--- src/rtl/rrvd_pkg.sv ---
`timescale 1ns / 1ps
`default_nettype none
// ----------------------------------------------------------------------------
// rrvd_pkg
// Shared constants and types of the radial ripple vertex displacement block.
// ----------------------------------------------------------------------------
package rrvd_pkg;

  localparam int FRAC_BITS = 4;

  // Register indexes on the configuration port.
  localparam logic [1:0] REG_RADIUS = 2'd0;
  localparam logic [1:0] REG_HEIGHT = 2'd1;

  // 2H offset (20 in Q.F) and ripple radius offset (100 in Q.F).
  localparam logic signed [17:0] H2_OFFSET = 18'sd20 <<< FRAC_BITS;
  localparam logic signed [17:0] R_OFFSET  = 18'sd100 <<< FRAC_BITS;

  // pi/4 in Q16.
  localparam logic [15:0] PI4_Q16 = 16'd51472;

  // Taylor coefficients of the cosine in Q30.
  localparam logic [30:0] ONE_Q30 = 31'd1073741824;
  localparam logic [30:0] C2_Q30  = 31'd536870912;
  localparam logic [30:0] C4_Q30  = 31'd44739243;
  localparam logic [30:0] C6_Q30  = 31'd1491308;
  localparam logic [30:0] C8_Q30  = 31'd26631;

  localparam int SQRT_STEPS = 24;
  localparam int DIV_STEPS  = 16;

  // Control and passthrough data that travels with every item.
  typedef struct packed {
    logic        vld;
    logic        inb;
    logic [15:0] z;
  } side_t;

endpackage
`default_nettype wire

--- src/rtl/rrvd_sqrt_cell.sv ---
`timescale 1ns / 1ps
`default_nettype none
// ----------------------------------------------------------------------------
// rrvd_sqrt_cell
// One restoring square root step: brings in two radicand bits, yields one root bit.
// ----------------------------------------------------------------------------
module rrvd_sqrt_cell (
  input  wire                   clk,
  input  wire                   rst,
  input  wire                   en,
  input  rrvd_pkg::side_t       side_in,
  input  wire  [47:0]           rad_in,
  input  wire  [25:0]           rem_in,
  input  wire  [23:0]           root_in,
  output rrvd_pkg::side_t       side_out,
  output logic [47:0]           rad_out,
  output logic [25:0]           rem_out,
  output logic [23:0]           root_out
);

  logic [27:0] rem2;
  logic [27:0] trial;
  logic        take;

  always_comb begin
    rem2  = {rem_in, rad_in[47:46]};
    trial = {2'b00, root_in, 2'b01};
    take  = (rem2 >= trial);
  end

  always_ff @(posedge clk) begin
    if (rst) begin
      side_out.vld <= 1'b0;
    end else if (en) begin
      side_out.vld <= side_in.vld;
    end
  end

  always_ff @(posedge clk) begin
    if (en) begin
      side_out.inb <= side_in.inb;
      side_out.z   <= side_in.z;
      rad_out      <= {rad_in[45:0], 2'b00};
      rem_out      <= take ? 26'(rem2 - trial) : rem2[25:0];
      root_out     <= {root_in[22:0], take};
    end
  end

endmodule
`default_nettype wire

--- config.mk ---
export PLATFORM = sky130hd
export DESIGN_NAME = rrvd_sqrt_cell
export DESIGN_NICKNAME = d
export VERILOG_FILES = /design/src/rtl/rrvd_pkg.sv /design/src/rtl/rrvd_sqrt_cell.sv
export SDC_FILE = /design/constraint.sdc
export NUM_CORES = 1
export LEC_CHECK = 0
export ABC_AREA = 1
export BUFFER_PORTS_ARGS = -buffer_cell sky130_fd_sc_hd__buf_2
export CAP_MARGIN = 25
export CORE_UTILIZATION = 44
export CTS_CLUSTER_SIZE = 8
export DETAILED_ROUTE_END_ITERATION = 16
export GPL_ROUTABILITY_DRIVEN = 0
export PLACE_DENSITY = 0.76
export SYNTH_ARGS = -nofsm -noshare
export SYNTH_HDL_FRONTEND = slang
export SYNTH_SLANG_ARGS = --single-unit
--- constraint.sdc ---
create_clock -name clk -period 1.65 [get_ports clk]
set_input_delay 0 -clock clk [delete_from_list [all_inputs] [get_ports clk]]
set_output_delay 0 -clock clk [all_outputs]
set_load 0.05 [all_outputs]
==> results.md <==
- Outcome: finished clean
- Tot Pwr: ~9.8 mW
- Areal power density over the cells: roughly 1000 nW/um2
- Setup crit end kind: register
- Die width: between 100 and 150 um
- End of the worst hold path: rem_out[9]$_DFFE_PP_
- Row cnt: 41
- Clk root buf: clkbuf_16
- Core footprint: between 10000 and 15000 um2
- Hold Crit Start: rem_in[7]
- Period utilization: 90.5%
- Top-area cell type share of the netlist area: 57.5%
- Final Max Tran Viols: 0
- Critical R2R Launch: side_out[17]$_SDFFE_PP0P_
- Global-route wire length before repair: 29600 um
- FF+latch area: around 3400 um2
- Largest net degree at the start of global routing: 33
- Lkg Pwr: around 4.8 nW
- Number of buffers created by CTS: 17
- Final HPWL DP: ~12000 um
- Crit-path max FO: 4
- Area contributors post-synth: edfxtp_1 58%, nand2_1 13%, inv_1 7.8%
- Die area: 13900 um2
- Worst reg2reg endpoint: side_out[17]$_SDFFE_PP0P_
- # DRC: 0
- Via count: just under 6000
- Worst EP arrival: between 1500 and 2000 ps
- Final Util: 73.0%
- Vias in the first global route: ~6000
- H-tree depth: 4
- R2R depth: 3
- Number of routed nets with antenna violations: 0
- Iteration-0 DRC Markers: about 430
- Multi-input gate area: 1940 um2
- Final hold slack: roughly 10 ps
- Setup_tns: 0 ps
- Final net count: around 1200
- Syn_area_per_cell: around 9.5 um2
- Mapped Cells: 622
- Seq pwr share: 37.0%
- Synth Cell Area: 5900 um2
- Total I/O pin count: roughly 240
- CTS tree: done
- Pint: 6.60 mW
- CTS clock-pin slew for the worst setup and hold paths: 50 ps
- Gate power share: 27.9%
- Resized Gates After CTS: 0
- Post-synth top cells: 206 x nand2_1, 123 x inv_1, 113 x edfxtp_1
- Worst hold path cell count: 3
- Fill count: roughly 960
- Setup bufs post-CTS: 0
- Die extent in y: 118 um
- DR pass1 iterations: 5
- Fmax: approximately 0.67 GHz
- EDFF count, synth: ~110
- Worst ir drop on vdd: 645 uV
- Worst clock skew: 0 ps
- Initial Util: a little under half
- Clock sinks: around 110
- Fraction of registers with async set/reset: 0%
- PortBufs: 232
- Most common cell in the synthesized netlist: nand2_1
- Area grow syn2layout: 58.7%
- Setup-failing EPs final: 0
- Initial antenna violation count: 1
- Register area share after synthesis: slightly below 60%
- CTS Buffer Depth: 2
- Placed cells: around 1100
- WS Path Type: in2reg
- Sw frac: 32.3%
- P_sw: 3.15 mW
- Fin cells: about 1200
- RSZ-0062 raised after global routing: false
- Post-synth cell types: 34
- Yosys warns: 0
- Post-synth top flop: edfxtp_1
- Synth area leader: edfxtp_1
- Vias per cell: 4.73
- R2r setup slk: 490 ps
- Period minus WS final: 1490 ps
- CP Data Required Time: roughly 1900 ps
- Synth Register Bits: 114
- Worst-skew pair later-pin latency: 410 ps
- CP Launch Type: input pin
- Total grt overflow: 0
- Clock power share: between 30% and 40%
- Hold/Removal Path Class: in2reg
- Final Hold Fails: 0
- MaxCap Viol Count: 0
- Gr usage total: roughly 28%
- Final WL: 18600 um
- Per-cell routed wire length: 15.3 um
- Layout cell share with drive strength beyond 1: about a third
## power by group through the flow
stage | sequential [mW] | clock [mW] | combinational, mW
after floorplan | 4.63 | 0 | 0.674
after global placement | 3.64 | 0 | 2.45
after detailed placement | 3.65 | 0 | 2.47
after CTS | 3.60 | 3.44 | 2.69
after global routing | 3.63 | 3.60 | 2.90
final | 3.61 | 3.43 | 2.72
## sequential cells by signal, indices dropped and copies added, names as in the netlist
name,cells
rad_out,46
side_out,18
rem_out,26
root_out,24
## how the worst max path moves through the flow
stage / end / slack [ps] / start / cells past startpoint
floorplan: rem_out[15]$_DFFE_PP_ / 20 / root_in[12] / 14
global placement: rem_out[25]$_DFFE_PP_ / -130 / root_in[3] / 12
detailed placement: rem_out[9]$_DFFE_PP_ / -170 / root_in[3] / 11
CTS: rem_out[6]$_DFFE_PP_ / 250 / rem_in[17] / 13
global route: rem_out[5]$_DFFE_PP_ / 90 / root_in[15] / 14
finish: rem_out[9]$_DFFE_PP_ / 160 / root_in[3] / 11
## placed cells by master, fill, tap and decap left out, types with 2 or more instances in the layout
cell and n:
a21oi_1 11, buf_12 4, buf_2 231, buf_4 60
bufinv_16 2, clkbuf_1 3, clkbuf_16 17, clkinv_1 5
clkinv_2 3, clkinv_4 2, clkinvlp_4 2, conb_1 2
dlygate4sd3_1 107, edfxtp_1 113, ha_1 26, inv_1 123
nand2_1 206, nand2_2 3, nand3_1 23, nand3_2 7
nand3b_1 5, nand4_1 20, nor2_1 28, nor2_2 4
o21ai_0 13, o21bai_1 3, xor2_1 12
## cell type report
class,instances,area share [%]
sequential,114,36.5
timing repair buffer,402,29.5
multi-input combinational,372,20.8
inverter,127,5.09
clock buffer,20,4.66
tap,172,2.30
clock inverter,11,1.23
antenna,1,0.0267
## worst max-delay path, stage by stage
cell     delay, ps
buf_2           80
inv_1           40
ha_1           340
nand2_1        110
nor2_1         270
nand3_1        120
nand3_1        260
buf_4          170
xor2_1         160
nand2_1         80
o21ai_0         90
## timing repair
action / CTS / global route
hold buffers: 107 / 0
endpoints found under the setup margin: 0 / 0
hold endpoints to repair: 106 / 0
## through the flow
stage,setup WS [ps],instance area (um2)
6_report,157,9360
5_1_grt,92.4,9360
3_3_place_gp,-129,7740
2_1_floorplan,22.7,5900
4_1_cts,254,9360
3_5_place_dp,-171,7740
## routing by layer
metal	share of wire [%]	track usage (%)
met4	2.7	10.6
met5	0	0
met1	38	29.9
met3	5.8	7.17
met2	53	51.6
## kinds of logic after synthesis
family                   share of synthesized area (%)
AO/OA/AOI/OAI                                     2.82
XOR/XNOR                                          1.93
adder cells (fa/ha/maj)                           5.52
buffers and inverters                             9.23
flip-flops                                        57.9
multiplexers                                     0.170
other                                           0.0636
AND/OR/NAND/NOR                                   22.4
(Power assumes the default switching activity.)
