## src/rtl/rrvd_pkg.sv

```systemverilog
`timescale 1ns / 1ps
`default_nettype none
// ----------------------------------------------------------------------------
// rrvd_pkg
// Shared constants and types of the radial ripple vertex displacement block.
// ----------------------------------------------------------------------------
package rrvd_pkg;

  localparam int FRAC_BITS = 4;

  // Register indexes on the configuration port.
  localparam logic [1:0] REG_RADIUS = 2'd0;
  localparam logic [1:0] REG_HEIGHT = 2'd1;

  // 2H offset (20 in Q.F) and ripple radius offset (100 in Q.F).
  localparam logic signed [17:0] H2_OFFSET = 18'sd20 <<< FRAC_BITS;
  localparam logic signed [17:0] R_OFFSET  = 18'sd100 <<< FRAC_BITS;

  // pi/4 in Q16.
  localparam logic [15:0] PI4_Q16 = 16'd51472;

  // Taylor coefficients of the cosine in Q30.
  localparam logic [30:0] ONE_Q30 = 31'd1073741824;
  localparam logic [30:0] C2_Q30  = 31'd536870912;
  localparam logic [30:0] C4_Q30  = 31'd44739243;
  localparam logic [30:0] C6_Q30  = 31'd1491308;
  localparam logic [30:0] C8_Q30  = 31'd26631;

  localparam int SQRT_STEPS = 24;
  localparam int DIV_STEPS  = 16;

  // Control and passthrough data that travels with every item.
  typedef struct packed {
    logic        vld;
    logic        inb;
    logic [15:0] z;
  } side_t;

endpackage
`default_nettype wire

```

## src/rtl/rrvd_cos_cell.sv

```systemverilog
`timescale 1ns / 1ps
`default_nettype none
// ----------------------------------------------------------------------------
// rrvd_cos_cell
// One Horner step of the cosine series: s_out = COEF - floor(u * s_in / 2^30).
// ----------------------------------------------------------------------------
module rrvd_cos_cell #(
  parameter logic [30:0] COEF = rrvd_pkg::ONE_Q30
) (
  input  wire                   clk,
  input  wire                   rst,
  input  wire                   en,
  input  rrvd_pkg::side_t       side_in,
  input  wire  [29:0]           u_in,
  input  wire  [30:0]           s_in,
  output rrvd_pkg::side_t       side_out,
  output logic [29:0]           u_out,
  output logic [30:0]           s_out
);

  logic [60:0] prod;

  always_comb begin
    prod = {31'd0, u_in} * {30'd0, s_in};
  end

  always_ff @(posedge clk) begin
    if (rst) begin
      side_out.vld <= 1'b0;
    end else if (en) begin
      side_out.vld <= side_in.vld;
    end
  end

  always_ff @(posedge clk) begin
    if (en) begin
      side_out.inb <= side_in.inb;
      side_out.z   <= side_in.z;
      u_out        <= u_in;
      s_out        <= COEF - prod[60:30];
    end
  end

endmodule
`default_nettype wire

```

## config.mk

```make
export PLATFORM = sky130hd
export DESIGN_NAME = rrvd_cos_cell
export DESIGN_NICKNAME = d
export VERILOG_FILES = /design/src/rtl/rrvd_pkg.sv /design/src/rtl/rrvd_cos_cell.sv
export SDC_FILE = /design/constraint.sdc
export NUM_CORES = 2
export LEC_CHECK = 0
export ABC_CLOCK_PERIOD_IN_PS = 12000
export BUFFER_PORTS_ARGS = -buffer_cell sky130_fd_sc_hd__buf_4
export CAP_MARGIN = 10
export CORE_ASPECT_RATIO = 0.8
export CORE_MARGIN = 5
export CORE_UTILIZATION = 30
export DETAILED_ROUTE_END_ITERATION = 12
export GPL_ROUTABILITY_DRIVEN = 1
export GPL_TIMING_DRIVEN = 0
export PLACE_DENSITY_LB_ADDON = 0.08
export SLEW_MARGIN = 20
export SYNTH_ARGS = -nofsm -noshare
export SYNTH_HDL_FRONTEND = slang
export SYNTH_SLANG_ARGS = --single-unit
```

## constraint.sdc

```tcl
create_clock -name clk -period 12 [get_ports clk]
set_input_delay 1.8 -clock clk [delete_from_list [all_inputs] [get_ports clk]]
set_output_delay 1.8 -clock clk [all_outputs]
set_load 0.05 [all_outputs]
```

==> results.json <==
{
  "hold_depth": 2,
  "synth_area_um2": 33640,
  "min_from": "side_out[17]",
  "final_layout_size_suffix_gt1_share_pct": 5.181,
  "pin_count": 161,
  "wl_per_cell_um": 26.08,
  "gr-total-overflow": 0,
  "clk_pin_slew_ns": 0.08,
  "rows": 109,
  "port_buffers": 131,
  "slew_headroom_pct": 17.45,
  "synth_edf_count": 78,
  "drc": 0,
  "final_cell_mix": "inv_1 (840), fa_1 (807), and2_1 (525)",
  "dp_cells": 5266,
  "hold_viol_final": 0,
  "yosysUniqueCellTypes": 72,
  "status": "complete, no violations",
  "worstReg2RegEnd": "side_out[17]",
  "clkSinkCount": 79,
  "instances_no_fill": 5291,
  "hold_path_class": "flop to flop",
  "ctsResizeCount": 0,
  "synth_flop_cell": "edfxtp_1",
  "cts_setup_buffers": 0,
  "cts_buffers": 9,
  "grt_max_degree": 80,
  "nets": 4915,
  "tightestPinTransition_ns": 1.238,
  "final-setup-viol-count": 0,
  "synthesis.nets": 4773,
  "fin_crit_sh_pct": 95.28,
  "cp-start-kind": "input pin",
  "htree_levels": 3,
  "ys_ff_latch": 79,
  "antenna_found_initial": 21,
  "postRouteAntennaNets": 0,
  "holdPathEnd": "side_out[17]",
  "start_util_pct": 30.34,
  "firstDrtPassIters": 7,
  "postCtsHoldBufs": 0,
  "grt_pass1_wl_mm": 199.8,
  "area_growth_pct": 9.447,
  "cts_root_buf": "clkbuf_16",
  "first_iter_violations": 1864,
  "cp.arrival_ns": 11.62,
  "syn_avg_cell_area_um2": 9.250,
  "fin_util_pct": 33.21,
  "max-cap-violations": 0,
  "core_area_um2": 110900,
  "final.fill_count": 11700,
  "wirelength_mm": 138.0,
  "grt_pass1_vias": 26520,
  "rrSetupSlack_ns": 11.41,
  "viasPerCell": 4.723,
  "worstSetupEndpointType": "flop",
  "synth-async-reset-ratio_pct": 0,
  "die_area_um2": 119000,
  "rsz0062_at_grt": "false",
  "critPathKind": "input pin to flop",
  "slew_viol_final": 0,
  "dieWidth_um": 384.4,
  "final_common_cell": "inv_1",
  "rr_startpoint": "side_out[17]",
  "yosys-top-cells-area": "fa_1 (48%), and2_1 (9.8%), inv_1 (9.4%)",
  "critPathMaxFanout": 10,
  "clk_latency_ns": 0.45,
  "fmax_ghz": 0.08746,
  "ff2ff_path_depth": 2,
  "crit_required_ns": 12.19,
  "dp_hpwl_mm": 115.7,
  "yosysSeqAreaShare_pct": 7.022,
  "min_period_ns": 11.43,
  "yosysTopAreaCell": "fa_1",
  "die_y_um": 309.5,
  "yosysWarnings": 0,
  "postSynthCellCount": 3637,
  "finalClockSkew_ns": 0,
  "clock_path_buffers": 2,
  "netlist.area_leader.share_pct": 48.02,
  "gp_congestion": 0.8965,
  "vias": 24990,
  "cts_tree": "built",
  "grt_usage_pct": 23.74
}
synthesized netlist by cell type, types with 5 or more instances:
cell type    n
o21bai_1     8
a31oi_1      8
o21ai_0     44
nor2b_1      7
a21o_1      16
nand2_1    486
and4b_1      6
clkbuf_1   192
o21ai_1      9
nand4_1     25
a211oi_1     7
a21oi_1     72
mux2i_1      5
and2_1     525
nand3_1     13
buf_6        5
and3_1       6
ha_1       247
nand2b_1     7
o21a_1       8
edfxtp_1    78
xnor2_1     32
o211ai_1     7
or3_1        9
xor2_1      19
fa_1       807
nor3_1      12
nor2_1      59
nor4_1       5
inv_1      840
cell families (layout without fill, tap and decap cells):
logic type | count (synthesis) | in the layout | synth area share, %
AND/OR/NAND/NOR | 1182 | 1182 | 18.08
adder cells (fa/ha/maj) | 1054 | 1054 | 57.21
buffers and inverters | 1041 | 1187 | 11.75
AO/OA/AOI/OAI | 224 | 224 | 4.426
flip-flops | 79 | 79 | 7.022
XOR/XNOR | 51 | 51 | 1.328
multiplexers | 6 | 6 | 0.1822
other | 0 | 10 | 0
critical path: stages:
cell      delay (ns)
buf_4           0.09
clkbuf_2        0.44
clkbuf_1        0.87
nand2_1         0.19
fa_1            0.55
fa_1            0.50
inv_1           0.05
fa_1            0.51
fa_1            0.48
fa_1            0.61
fa_1            0.46
fa_1            0.59
fa_1            0.53
ha_1            0.43
a21oi_1         0.30
o21ai_0         0.21
a41oi_1         0.46
o31ai_1         0.18
a21oi_1         0.47
xor2_1          0.35
nand4_1         0.24
and4b_1         0.33
and4b_1         0.21
buf_4           0.15
a41oi_2         0.13
a221oi_2        0.33
xnor2_1         0.09
cell type report:
| cell class | instances | area (µm²) | share of cell area, % |
|---|---|---|---|
| inverters | 840 | 3153 | 8.564 |
| flip-flops and latches | 79 | 2362 | 6.416 |
| well taps | 1498 | 1874 | 5.091 |
| clock inverters | 6 | 38.79 | 0.1053 |
| clock buffers | 9 | 225.2 | 0.6117 |
| diodes | 10 | 25.02 | 0.06796 |
| plain buffers | 201 | 827.0 | 2.246 |
| multi-input cells | 2517 | 27330 | 74.22 |
| repair buffers | 131 | 987.2 | 2.681 |
per-stage QoR:
step                      instance area (µm²)  setup WS (ns)  TNS [ns]  hold WS (ns)
after floorplan                         33640          2.378         0        0.7326
after global placement                  36500        -0.5513    -3.311        0.4929
after detailed placement                36520         0.1682         0        0.5049
after CTS                               36790         0.6108         0        0.5268
after global routing                    36800         0.2406         0        0.5524
final                                   36820         0.5667         0        0.5242
state kept, by name, summed over array words and instances (netlist names):
signal and count:
s_out 31, side_out 18, u_out 30
worst max-delay path by stage:
| stage | depth (start not counted) | slack, ns | end | from |
|---|---|---|---|---|
| floorplan | 30 | 2.38 | s_out[30] | s_in[23] |
| global placement | 27 | -0.55 | s_out[30] | s_in[0] |
| detailed placement | 27 | 0.17 | s_out[30] | s_in[1] |
| CTS | 27 | 0.61 | s_out[30] | s_in[1] |
| global route | 32 | 0.24 | s_out[30] | s_in[1] |
| finish | 27 | 0.57 | s_out[30] | s_in[1] |
metal layers:
| metal | up-vias | wire length, µm | track usage (%) | share of wire (%) |
|---|---|---|---|---|
| li1 | 11000 | - | - | - |
| met1 | 13040 | 68300 | 37.04 | 50 |
| met2 | 869 | 55060 | 33.07 | 40 |
| met3 | 73 | 12490 | 6.314 | 9.1 |
| met4 | 2 | 2104 | 4.011 | 1.5 |
| met5 | - | 10 | 0 | 0.0072 |
Power is left out: the tool's default activity adds up to more than one toggle a clock period on the data nets, which glitch-free logic cannot reach.
