File: src/rtl/rrvd_pkg.sv
`timescale 1ns / 1ps
`default_nettype none
// ----------------------------------------------------------------------------
// rrvd_pkg
// Shared constants and types of the radial ripple vertex displacement block.
// ----------------------------------------------------------------------------
package rrvd_pkg;

  localparam int FRAC_BITS = 4;

  // Register indexes on the configuration port.
  localparam logic [1:0] REG_RADIUS = 2'd0;
  localparam logic [1:0] REG_HEIGHT = 2'd1;

  // 2H offset (20 in Q.F) and ripple radius offset (100 in Q.F).
  localparam logic signed [17:0] H2_OFFSET = 18'sd20 <<< FRAC_BITS;
  localparam logic signed [17:0] R_OFFSET  = 18'sd100 <<< FRAC_BITS;

  // pi/4 in Q16.
  localparam logic [15:0] PI4_Q16 = 16'd51472;

  // Taylor coefficients of the cosine in Q30.
  localparam logic [30:0] ONE_Q30 = 31'd1073741824;
  localparam logic [30:0] C2_Q30  = 31'd536870912;
  localparam logic [30:0] C4_Q30  = 31'd44739243;
  localparam logic [30:0] C6_Q30  = 31'd1491308;
  localparam logic [30:0] C8_Q30  = 31'd26631;

  localparam int SQRT_STEPS = 24;
  localparam int DIV_STEPS  = 16;

  // Control and passthrough data that travels with every item.
  typedef struct packed {
    logic        vld;
    logic        inb;
    logic [15:0] z;
  } side_t;

endpackage
`default_nettype wire

File: src/rtl/rrvd_div_cell.sv
`timescale 1ns / 1ps
`default_nettype none
// ----------------------------------------------------------------------------
// rrvd_div_cell
// One restoring division step of the band angle, one quotient bit per cell.
// ----------------------------------------------------------------------------
module rrvd_div_cell (
  input  wire                   clk,
  input  wire                   rst,
  input  wire                   en,
  input  wire  [22:0]           divisor,
  input  rrvd_pkg::side_t       side_in,
  input  wire  [22:0]           rem_in,
  input  wire  [15:0]           quo_in,
  output rrvd_pkg::side_t       side_out,
  output logic [22:0]           rem_out,
  output logic [15:0]           quo_out
);

  logic [23:0] rem2;
  logic        take;

  always_comb begin
    rem2 = {rem_in, 1'b0};
    take = (rem2 >= {1'b0, divisor});
  end

  always_ff @(posedge clk) begin
    if (rst) begin
      side_out.vld <= 1'b0;
    end else if (en) begin
      side_out.vld <= side_in.vld;
    end
  end

  always_ff @(posedge clk) begin
    if (en) begin
      side_out.inb <= side_in.inb;
      side_out.z   <= side_in.z;
      rem_out      <= take ? 23'(rem2 - {1'b0, divisor}) : rem2[22:0];
      quo_out      <= {quo_in[14:0], take};
    end
  end

endmodule
`default_nettype wire

File: config.mk
export PLATFORM = sky130hd
export DESIGN_NAME = rrvd_div_cell
export DESIGN_NICKNAME = d
export VERILOG_FILES = /design/src/rtl/rrvd_pkg.sv /design/src/rtl/rrvd_div_cell.sv
export SDC_FILE = /design/constraint.sdc
export NUM_CORES = 1
export LEC_CHECK = 0
export BUFFER_PORTS_ARGS = -buffer_cell sky130_fd_sc_hd__buf_2
export CORE_ASPECT_RATIO = 0.8
export CORE_MARGIN = 3
export CORE_UTILIZATION = 45
export CTS_CLUSTER_DIAMETER = 200
export CTS_CLUSTER_SIZE = 8
export DETAILED_ROUTE_END_ITERATION = 12
export GPL_TIMING_DRIVEN = 0
export PLACE_DENSITY = 0.76
export SKIP_LAST_GASP = 1
export SLEW_MARGIN = 40
export SYNTH_ARGS = -nofsm -noshare
export SYNTH_HDL_FRONTEND = slang
export SYNTH_SLANG_ARGS = --single-unit
File: constraint.sdc
create_clock -name clk -period 3.19 [get_ports clk]
set_clock_uncertainty 0.15 [all_clocks]
set_input_delay 0.638 -clock clk [delete_from_list [all_inputs] [get_ports clk]]
set_output_delay 0.638 -clock clk [all_outputs]
set_load 0.02 [all_outputs]
==> out/qor.csv, run 1 <==
metric,value,unit
status,finished clean,
"top cells by area, synth","edfxtp_1 (47%), ha_1 (8.0%), mux2_4 (3.7%)",
Clk network pwr share,34.2,%
worst endpoint data arrival time,3070,ps
"commonest non-fill, non-tap cell in the layout",buf_2,
Hold WS,294,ps
FF-to-FF setup slack,2460,ps
Post-CTS Hold Buffers,0,
Gate Count Post-Synth,316,
Int Power,0.00175,W
pwr/cell area,529,nW/um2
Tmin final,3120,ps
Leakage,2.17,nW
highest metal used,met4,
clock slew at reported path FFs,70,ps
final wirelength,9720,um
Met2 Wirelength,4590,um
Syn Area/Cell,11.4,um2
part of the power in registers,38.0,%
post-synthesis sequential area ratio,47.2,%
port bufs,138,
nets,573,
CTS Buf Count,9,
Max transition margin,51.0,%
Iteration-0 DRC Markers,172,
Die H,86.1,um
WP data required,3130,ps
DRT antenna net count,0,
Clock Path Buffers,2,
routed length on met3,771,um
slowest library cell on the worst path,or4_1,
Setup Crit Path Kind,in2reg,
actual slew at the worst max-slew pin,736,ps
"most used cell, CP",buf_2,
DR WL/cell,16.9,um
Bufs and invs on worst path,4,
fmax,320,MHz
final setup vio count,0,
most frequent cells in the layout,"buf_2 (140), edfxtp_1 (56), inv_1 (30)",
Worst R2R Path Depth,2,
area of the mapped netlist,3610,um2
clk root buf,clkbuf_8,
CTS tree,built,
HP Class,in2reg,
vias in the first global route,3056,
Gate power share,27.8,%
initial antenna violation count,0,
most area-hungry cell type in the Yosys netlist,edfxtp_1,
number of H-tree levels,3,
Final Cycle Share,97.8,%
share of cells above drive strength 1,39.7,%
VDD IR max,0.291,mV
Worst Setup End Kind,register,
Async SR Flop Fraction,0,%
GRT Total Usage,21.3,%
launching point of the worst reg2reg path,side_out[17],
Pre-Repair DR Iteration Count,4,
vias,3075,
Met1 Wirelength,4260,um
remaining global-route overflow,0,
Antenna Cells,0,
final RePlAce weighted congestion,0.847,
layout overhead on the synthesized area,30.0,%
slowest cell delay on critical path,560,ps
crit-path cells,buf_2 > ha_1 > buf_2 > nand4_1 > or4_1 > o21ai_1 > a21oi_4 > and2_4 > inv_4 > buf_12 > mux2_4,
Worst path top cell family by delay,simple AND/OR/NAND/NOR gates,
Synthesis Warnings,0,
Initial Util,47.4,%
number of max-cap violations,0,
I/O pins,140,
drt via density,5.34,
first-pass GRT wire length,15200,um
Post-synth EDFFs,56,
hold-critical path depth,2,
largest net degree at the start of global routing,58,
row count,28,
#FFs+latches synth,57,
Switching Share,29.4,%
ys flop type,edfxtp_1,
DRC,0,
Syn Nets,423,
CTS sink cnt,57,
Fin. Hold Viols,0,
Hold Path Sink,side_out[17],
CORE AREA,7600,um2
sw power,0.000730,W
Post-DP HPWL,7340,um
top-area cell type share of the netlist area,46.6,%
die footprint,9130,um2
FF-to-FF End,side_out[17],
Setup TNS,0,ps
Worst-Skew Late Latency,340,ps
max-slew violations,0,
die width,106,um
"critical path fanouts, max",10,
Hold Crit Start,rst,
startpoint types,input port,
Cell variety after synth,63,
## state kept, by name (all words and copies together), names as in the netlist
name and cells:
quo_out 16, rem_out 23, side_out 18
## how the worst max path moves through the flow
stage	start	end	slack, ps	depth (start not counted)
global route	rem_in[16]	rem_out[7]	-30	11
floorplan	divisor[19]	rem_out[10]	130	11
global placement	divisor[11]	rem_out[11]	-310	11
detailed placement	divisor[11]	rem_out[12]	-290	11
finish	rem_in[16]	rem_out[11]	70	11
CTS	divisor[11]	rem_out[7]	50	11
## power groups by stage
stage | logic (W) | clock network (W) | registers (W)
finish | 0.000689 | 0.000849 | 0.000943
floorplan | 0.000350 | 0 | 0.00107
detailed placement | 0.000681 | 0 | 0.000961
global placement | 0.000674 | 0 | 0.000959
global route | 0.000752 | 0.000893 | 0.000951
CTS | 0.000690 | 0.000861 | 0.000945
## cell usage after synthesis (2+ instances only)
library cell and count:
edfxtp_1 56, inv_1 30, ha_1 23, nand2_1 18, a21oi_1 16, nand3_1 15
nor2_1 14, xnor2_1 11, a21o_1 10, mux2_4 9, o21ai_0 9, o21a_1 7
nor3_1 5, o31ai_1 5, xor2_1 5, and2_1 4, mux2_2 4, nand4_1 4
o2111ai_1 4, a211o_1 3, a21oi_2 3, a31oi_1 3, and3_1 3, and4_1 3
buf_2 3, a211oi_1 2, a21boi_0 2, a21oi_4 2, a31o_2 2, buf_6 2
clkbuf_1 2, mux2i_1 2, nor2b_1 2, nor3b_1 2, o21bai_1 2, o311a_1 2
## routing by layer
layer,vias up,track usage [%]
met4,0,7.06
met1,1439,27.9
met3,9,5.19
met5,-,0
li1,1494,-
met2,133,34.7
## logic make-up after synthesis
group | Yosys count | synth area share, %
compound gates | 87 | 18.5
xor+xnor | 16 | 3.88
fa+ha+maj | 24 | 8.53
buf+inv | 40 | 5.24
flops | 57 | 47.2
mux | 15 | 5.55
simple gates | 77 | 11.1
## repair_timing
item,in CTS,in global routing
setup endpoints to repair,0,9
gates resized for setup,0,1
buffers inserted,0,1
## per-stage QoR
| step | instances | worst slack, ps | utilization [%] | total power (W) | instance area, um2 |
|---|---|---|---|---|---|
| 2_1_floorplan | 316 | 129 | - | 0.00142 | 3610 |
| 3_3_place_gp | 559 | -313 | 58.3 | 0.00163 | 4430 |
| 3_5_place_dp | 559 | -292 | 58.3 | 0.00164 | 4430 |
| 4_1_cts | 575 | 54.6 | 61.5 | 0.00250 | 4680 |
| 5_1_grt | 576 | -27.0 | 61.7 | 0.00260 | 4690 |
| 6_report | 576 | 69.7 | 61.7 | 0.00248 | 4690 |
## cell type report
class	instances	area [um2]
inverter	31	119
tap	105	131
fill	652	2910
timing repair buffer	139	701
buffer	9	70.1
multi-input combinational	219	1720
sequential	57	1700
clock inverter	5	103
clock buffer	11	141
(Power assumes the default switching activity.)
==> inputs of run 2 (changes only) <==
--- a/config.mk
+++ b/config.mk
@@ -13,7 +13,7 @@
 export CTS_CLUSTER_SIZE = 8
 export DETAILED_ROUTE_END_ITERATION = 12
 export GPL_TIMING_DRIVEN = 0
-export PLACE_DENSITY = 0.76
+export PLACE_DENSITY = 0.89
 export SKIP_LAST_GASP = 1
 export SLEW_MARGIN = 40
 export SYNTH_ARGS = -nofsm -noshare
==> out/qor.csv, run 2 (synthesized netlist as in run 1, its figures left out) <==
metric,value,unit
status,finished clean,
crit-path cells,buf_2 > inv_1 > ha_1 > clkbuf_2 > nand4_1 > or4_1 > o21ai_1 > a21oi_4 > and2_4 > inv_4 > buf_12 > mux2_4,
final setup vio count,0,
number of H-tree levels,3,
Post-CTS Hold Buffers,0,
Initial Util,47.4,%
CTS sink cnt,57,
CORE AREA,7600,um2
Max transition margin,52.4,%
Leakage,2.14,nW
FF-to-FF End,side_out[17],
port bufs,138,
fmax,329,MHz
met3 Track Usage GR,6.62,%
RSZ-0062 raised after global routing,no,
"critical path fanouts, max",10,
most flop-heavy register,rem_out,
die footprint,9130,um2
CTS tree,built,
WP data required,3130,ps
launching point of the worst reg2reg path,side_out[17],
Antenna Cells,0,
clock slew at reported path FFs,70,ps
number of max-cap violations,0,
vias,3044,
die width,106,um
CTS Buf Count,9,
VDD IR max,0.268,mV
largest registers,"rem_out (23), side_out (18), quo_out (16)",
GRT Max-Usage Layer,met2,
most frequent cells in the layout,"buf_2 (140), edfxtp_1 (56), inv_1 (30)",
pwr/cell area,499,nW/um2
initial antenna violation count,0,
slowest library cell on the worst path,or4_1,
actual slew at the worst max-slew pin,714,ps
first-pass GRT wire length,15300,um
DRT antenna net count,0,
Worst Setup End Kind,register,
largest net degree at the start of global routing,58,
grt met2 use,36.5,%
critical path launch point,divisor[16],
Final Util,61.1,%
HP Class,in2reg,
max-slew violations,0,
worst endpoint data arrival time,2980,ps
final RePlAce weighted congestion,0.906,
I/O pins,140,
Die H,86.1,um
Clock Path Buffers,2,
Pre-Repair DR Iteration Count,4,
startpoint types,input port,
nets,574,
CP Capture Point,rem_out[7],
clk root buf,clkbuf_8,
slowest cell delay on critical path,540,ps
Worst R2R Path Depth,2,
Worst-Skew Late Latency,340,ps
DR WL/cell,16.9,um
Tmin final,3040,ps
GRT Total Usage,21.5,%
final wirelength,9760,um
final setup margin,148,ps
Setup Crit Path Kind,in2reg,
vias in the first global route,3086,
remaining global-route overflow,0,
Setup WS pre-CTS,-302,ps
drt via density,5.28,
"commonest non-fill, non-tap cell in the layout",buf_2,
FF-to-FF setup slack,2460,ps
Post-DP HPWL,7550,um
row count,28,
Largest register FFs,23,
share of cells above drive strength 1,39.8,%
Final Cycle Share,95.4,%
GR Util met1,26.5,%
Fin. Hold Viols,0,
Iteration-0 DRC Markers,199,
layout overhead on the synthesized area,28.9,%
DRC,0,
## run 2: layer usage
metal	part of all wire [%]	vias to the layer above
met5	0	-
met2	47	146
met1	43	1386
met3	8.9	13
met4	1.4	0
li1	-	1499
## run 2: worst min path at each step
stage,startpoint,endpoint,slack (ps),cells past startpoint
3_3_place_gp,side_out[17],side_out[17],320,2
5_1_grt,rst,side_out[17],290,2
3_5_place_dp,side_out[17],side_out[17],340,2
2_1_floorplan,side_out[17],side_out[17],430,2
6_report,rst,side_out[17],300,2
4_1_cts,rst,side_out[17],280,2
## run 2: area by class of cell
class / instances / area [um2]
timing repair buffer: 140 / 708
clock inverter: 7 / 70.1
buffer: 9 / 70.1
multi-input combinational: 219 / 1720
clock buffer: 9 / 124
inverter: 31 / 119
sequential: 57 / 1700
fill: 633 / 2950
tap: 105 / 131
## run 2: through the flow
step	total power [W]	instance area [um2]	hold WS [ps]	setup TNS, ps	instances
after floorplan	0.00142	3610	429	0	316
after global placement	0.00163	4430	318	-3630	559
after detailed placement	0.00164	4430	338	-3780	559
after CTS	0.00234	4630	279	0	575
after global routing	0.00244	4650	288	0	577
final	0.00232	4650	296	0	577
## run 2: repair_timing
item | 4_1_cts | 5_1_grt
endpoints found under the setup margin | 0 | 9
resized for setup | 0 | 1
setup buffers | 0 | 2
endpoints found under the hold margin | 0 | 0
## run 2: critical path, delay by kind of cell
family	cells	cell delay, ps
AND/OR/NAND/NOR	3	890
buffers and inverters	5	540
AO/OA/AOI/OAI	2	330
multiplexers	1	300
adder cells (fa/ha/maj)	1	260
## run 2: where the power goes
group | switching (W) | leakage (nW) | total (W) | internal [W]
clock network | 0.000325 | 0.0893 | 0.000684 | 0.000359
logic | 0.000402 | 1.50 | 0.000689 | 0.000287
registers | 0.0000184 | 0.556 | 0.000944 | 0.000925
total | 0.000746 | 2.14 | 0.00232 | 0.00157
==> inputs of run 3 (changes only) <==
==> constraint.sdc (replaced) <==
create_clock -name clk -period 2.55 [get_ports clk]
set_clock_uncertainty 0.15 [all_clocks]
set_input_delay 0.51 -clock clk [delete_from_list [all_inputs] [get_ports clk]]
set_output_delay 0.51 -clock clk [all_outputs]
set_load 0.02 [all_outputs]
==> out/qor.csv, run 3 (synthesized netlist as in run 1, its figures left out) <==
metric,value,unit
port bufs,138,
Bufs and invs on worst path,4,
VDD IR max,0.279,mV
FF-to-FF setup slack,1790,ps
Hold Crit Start,rst,
most flop-heavy register,rem_out,
max-slew violations,0,
fin area,5160,um2
CORE AREA,7600,um2
vias in the first global route,3109,
DR WL/cell,18.2,um
"commonest non-fill, non-tap cell in the layout",buf_2,
CTS sink cnt,57,
Setup Crit Path Kind,in2reg,
"critical path fanouts, max",5,
Post-DP HPWL,7700,um
layout overhead on the synthesized area,43.0,%
hold-critical path depth,2,
HP Class,in2reg,
nets,594,
Worst-Skew Late Latency,330,ps
Worst path top cell family by delay,simple AND/OR/NAND/NOR gates,
Final Cycle Share,102,%
GRT Total Usage,22.1,%
Antenna Cells,0,
Tmin final,2600,ps
WP data required,2480,ps
Clock Path Buffers,2,
vias,3266,
worst endpoint data arrival time,2530,ps
die footprint,9130,um2
pwr/cell area,567,nW/um2
RSZ-0062 raised after global routing,yes,
Leakage,2.28,nW
Pre-Repair DR Iteration Count,5,
final RePlAce weighted congestion,0.921,
row count,28,
dpl cell area,4620,um2
Die H,86.1,um
Max transition margin,51.4,%
slowest library cell on the worst path,or4_4,
fmax,385,MHz
I/O pins,140,
first-pass GRT wire length,15800,um
failing checks,negative setup slack,
crit-path cells,buf_4 > inv_8 > ha_4 > nand4b_1 > or4_4 > o21ai_4 > a21oi_4 > and2_4 > inv_6 > buf_12 > mux2_4,
FF-to-FF End,side_out[17],
most frequent cells in the layout,"buf_2 (129), edfxtp_1 (56), buf_4 (25)",
initial antenna violation count,0,
launching point of the worst reg2reg path,side_out[17],
final setup margin,-46.1,ps
largest net degree at the start of global routing,58,
Largest register FFs,23,
number of max-cap violations,0,
die width,106,um
share of cells above drive strength 1,50.8,%
Hold Path Sink,side_out[17],
Worst R2R Path Depth,2,
actual slew at the worst max-slew pin,729,ps
Iteration-0 DRC Markers,223,
Fin. Hold Viols,0,
critical path launch point,divisor[20],
drt via density,5.47,
CTS tree,built,
DRC,0,
final setup vio count,11,
final wirelength,10900,um
status,"finished, violations left",
largest registers,"rem_out (23), side_out (18), quo_out (16)",
remaining global-route overflow,0,
slowest cell delay on critical path,570,ps
startpoint types,input port,
DRT antenna net count,0,
clk root buf,clkbuf_8,
Final Util,67.9,%
Initial Util,47.4,%
Worst Setup End Kind,register,
clock slew at reported path FFs,60,ps
CTS Buf Count,9,
number of H-tree levels,3,
[run 3: changes by cell type in the layout (fill, tap and decap cells not counted), moves of 8 or more]
cell / previous run / this run
inv_2: 0 / 8
buf_4: 3 / 25
ha_1: 23 / 3
inv_1: 30 / 20
buf_6: 2 / 11
buf_2: 140 / 129
ha_4: 0 / 17
[run 3: through the flow]
stage	instances	TNS [ps]	total power (W)	hold slack [ps]	setup WS [ps]
5_1_grt	597	-544	0.00307	163	-89.0
2_1_floorplan	316	-2980	0.00182	429	-263
3_3_place_gp	559	-11810	0.00208	317	-648
4_1_cts	591	-23.0	0.00288	162	-10.7
3_5_place_dp	559	-13260	0.00211	368	-722
6_report	597	-209	0.00293	180	-46.1
[run 3: area by class of cell]
cell class | instances | area, um2
sequential | 57 | 1700
clock inverter | 6 | 35.0
multi-input combinational | 219 | 2010
fill | 550 | 2440
timing repair buffer | 163 | 955
clock buffer | 10 | 128
tap | 105 | 131
inverter | 31 | 131
buffer | 6 | 70.1
[run 3: worst max path at each step]
stage | depth (start not counted) | slack, ps | to
floorplan | 11 | -260 | rem_out[10]
global placement | 10 | -650 | rem_out[18]
detailed placement | 11 | -720 | rem_out[6]
CTS | 11 | -10 | rem_out[5]
global route | 9 | -90 | rem_out[21]
finish | 11 | -50 | rem_out[6]
[run 3: metal layers]
| metal | track usage [%] | part of all wire, % | up-vias |
|---|---|---|---|
| li1 | - | - | 1537 |
| met1 | 28.4 | 42 | 1563 |
| met2 | 36.6 | 49 | 148 |
| met3 | 6.40 | 7.3 | 18 |
| met4 | 6.00 | 1.4 | 0 |
| met5 | 0 | 0 | - |
[run 3: timing repair]
action / in CTS / in global routing
gates cloned: 1 / 0
resized for setup: 19 / 27
setup endpoints to repair: 24 / 17
buffers inserted: 17 / 7
hold buffers: 0 / 0
pin swaps: 14 / 9
[run 3: power breakdown]
group          switching [W]  internal (W)  total [W]
Combinational       0.000553      0.000465    0.00102
Sequential         0.0000265       0.00116    0.00118
Clock               0.000378      0.000345   0.000723
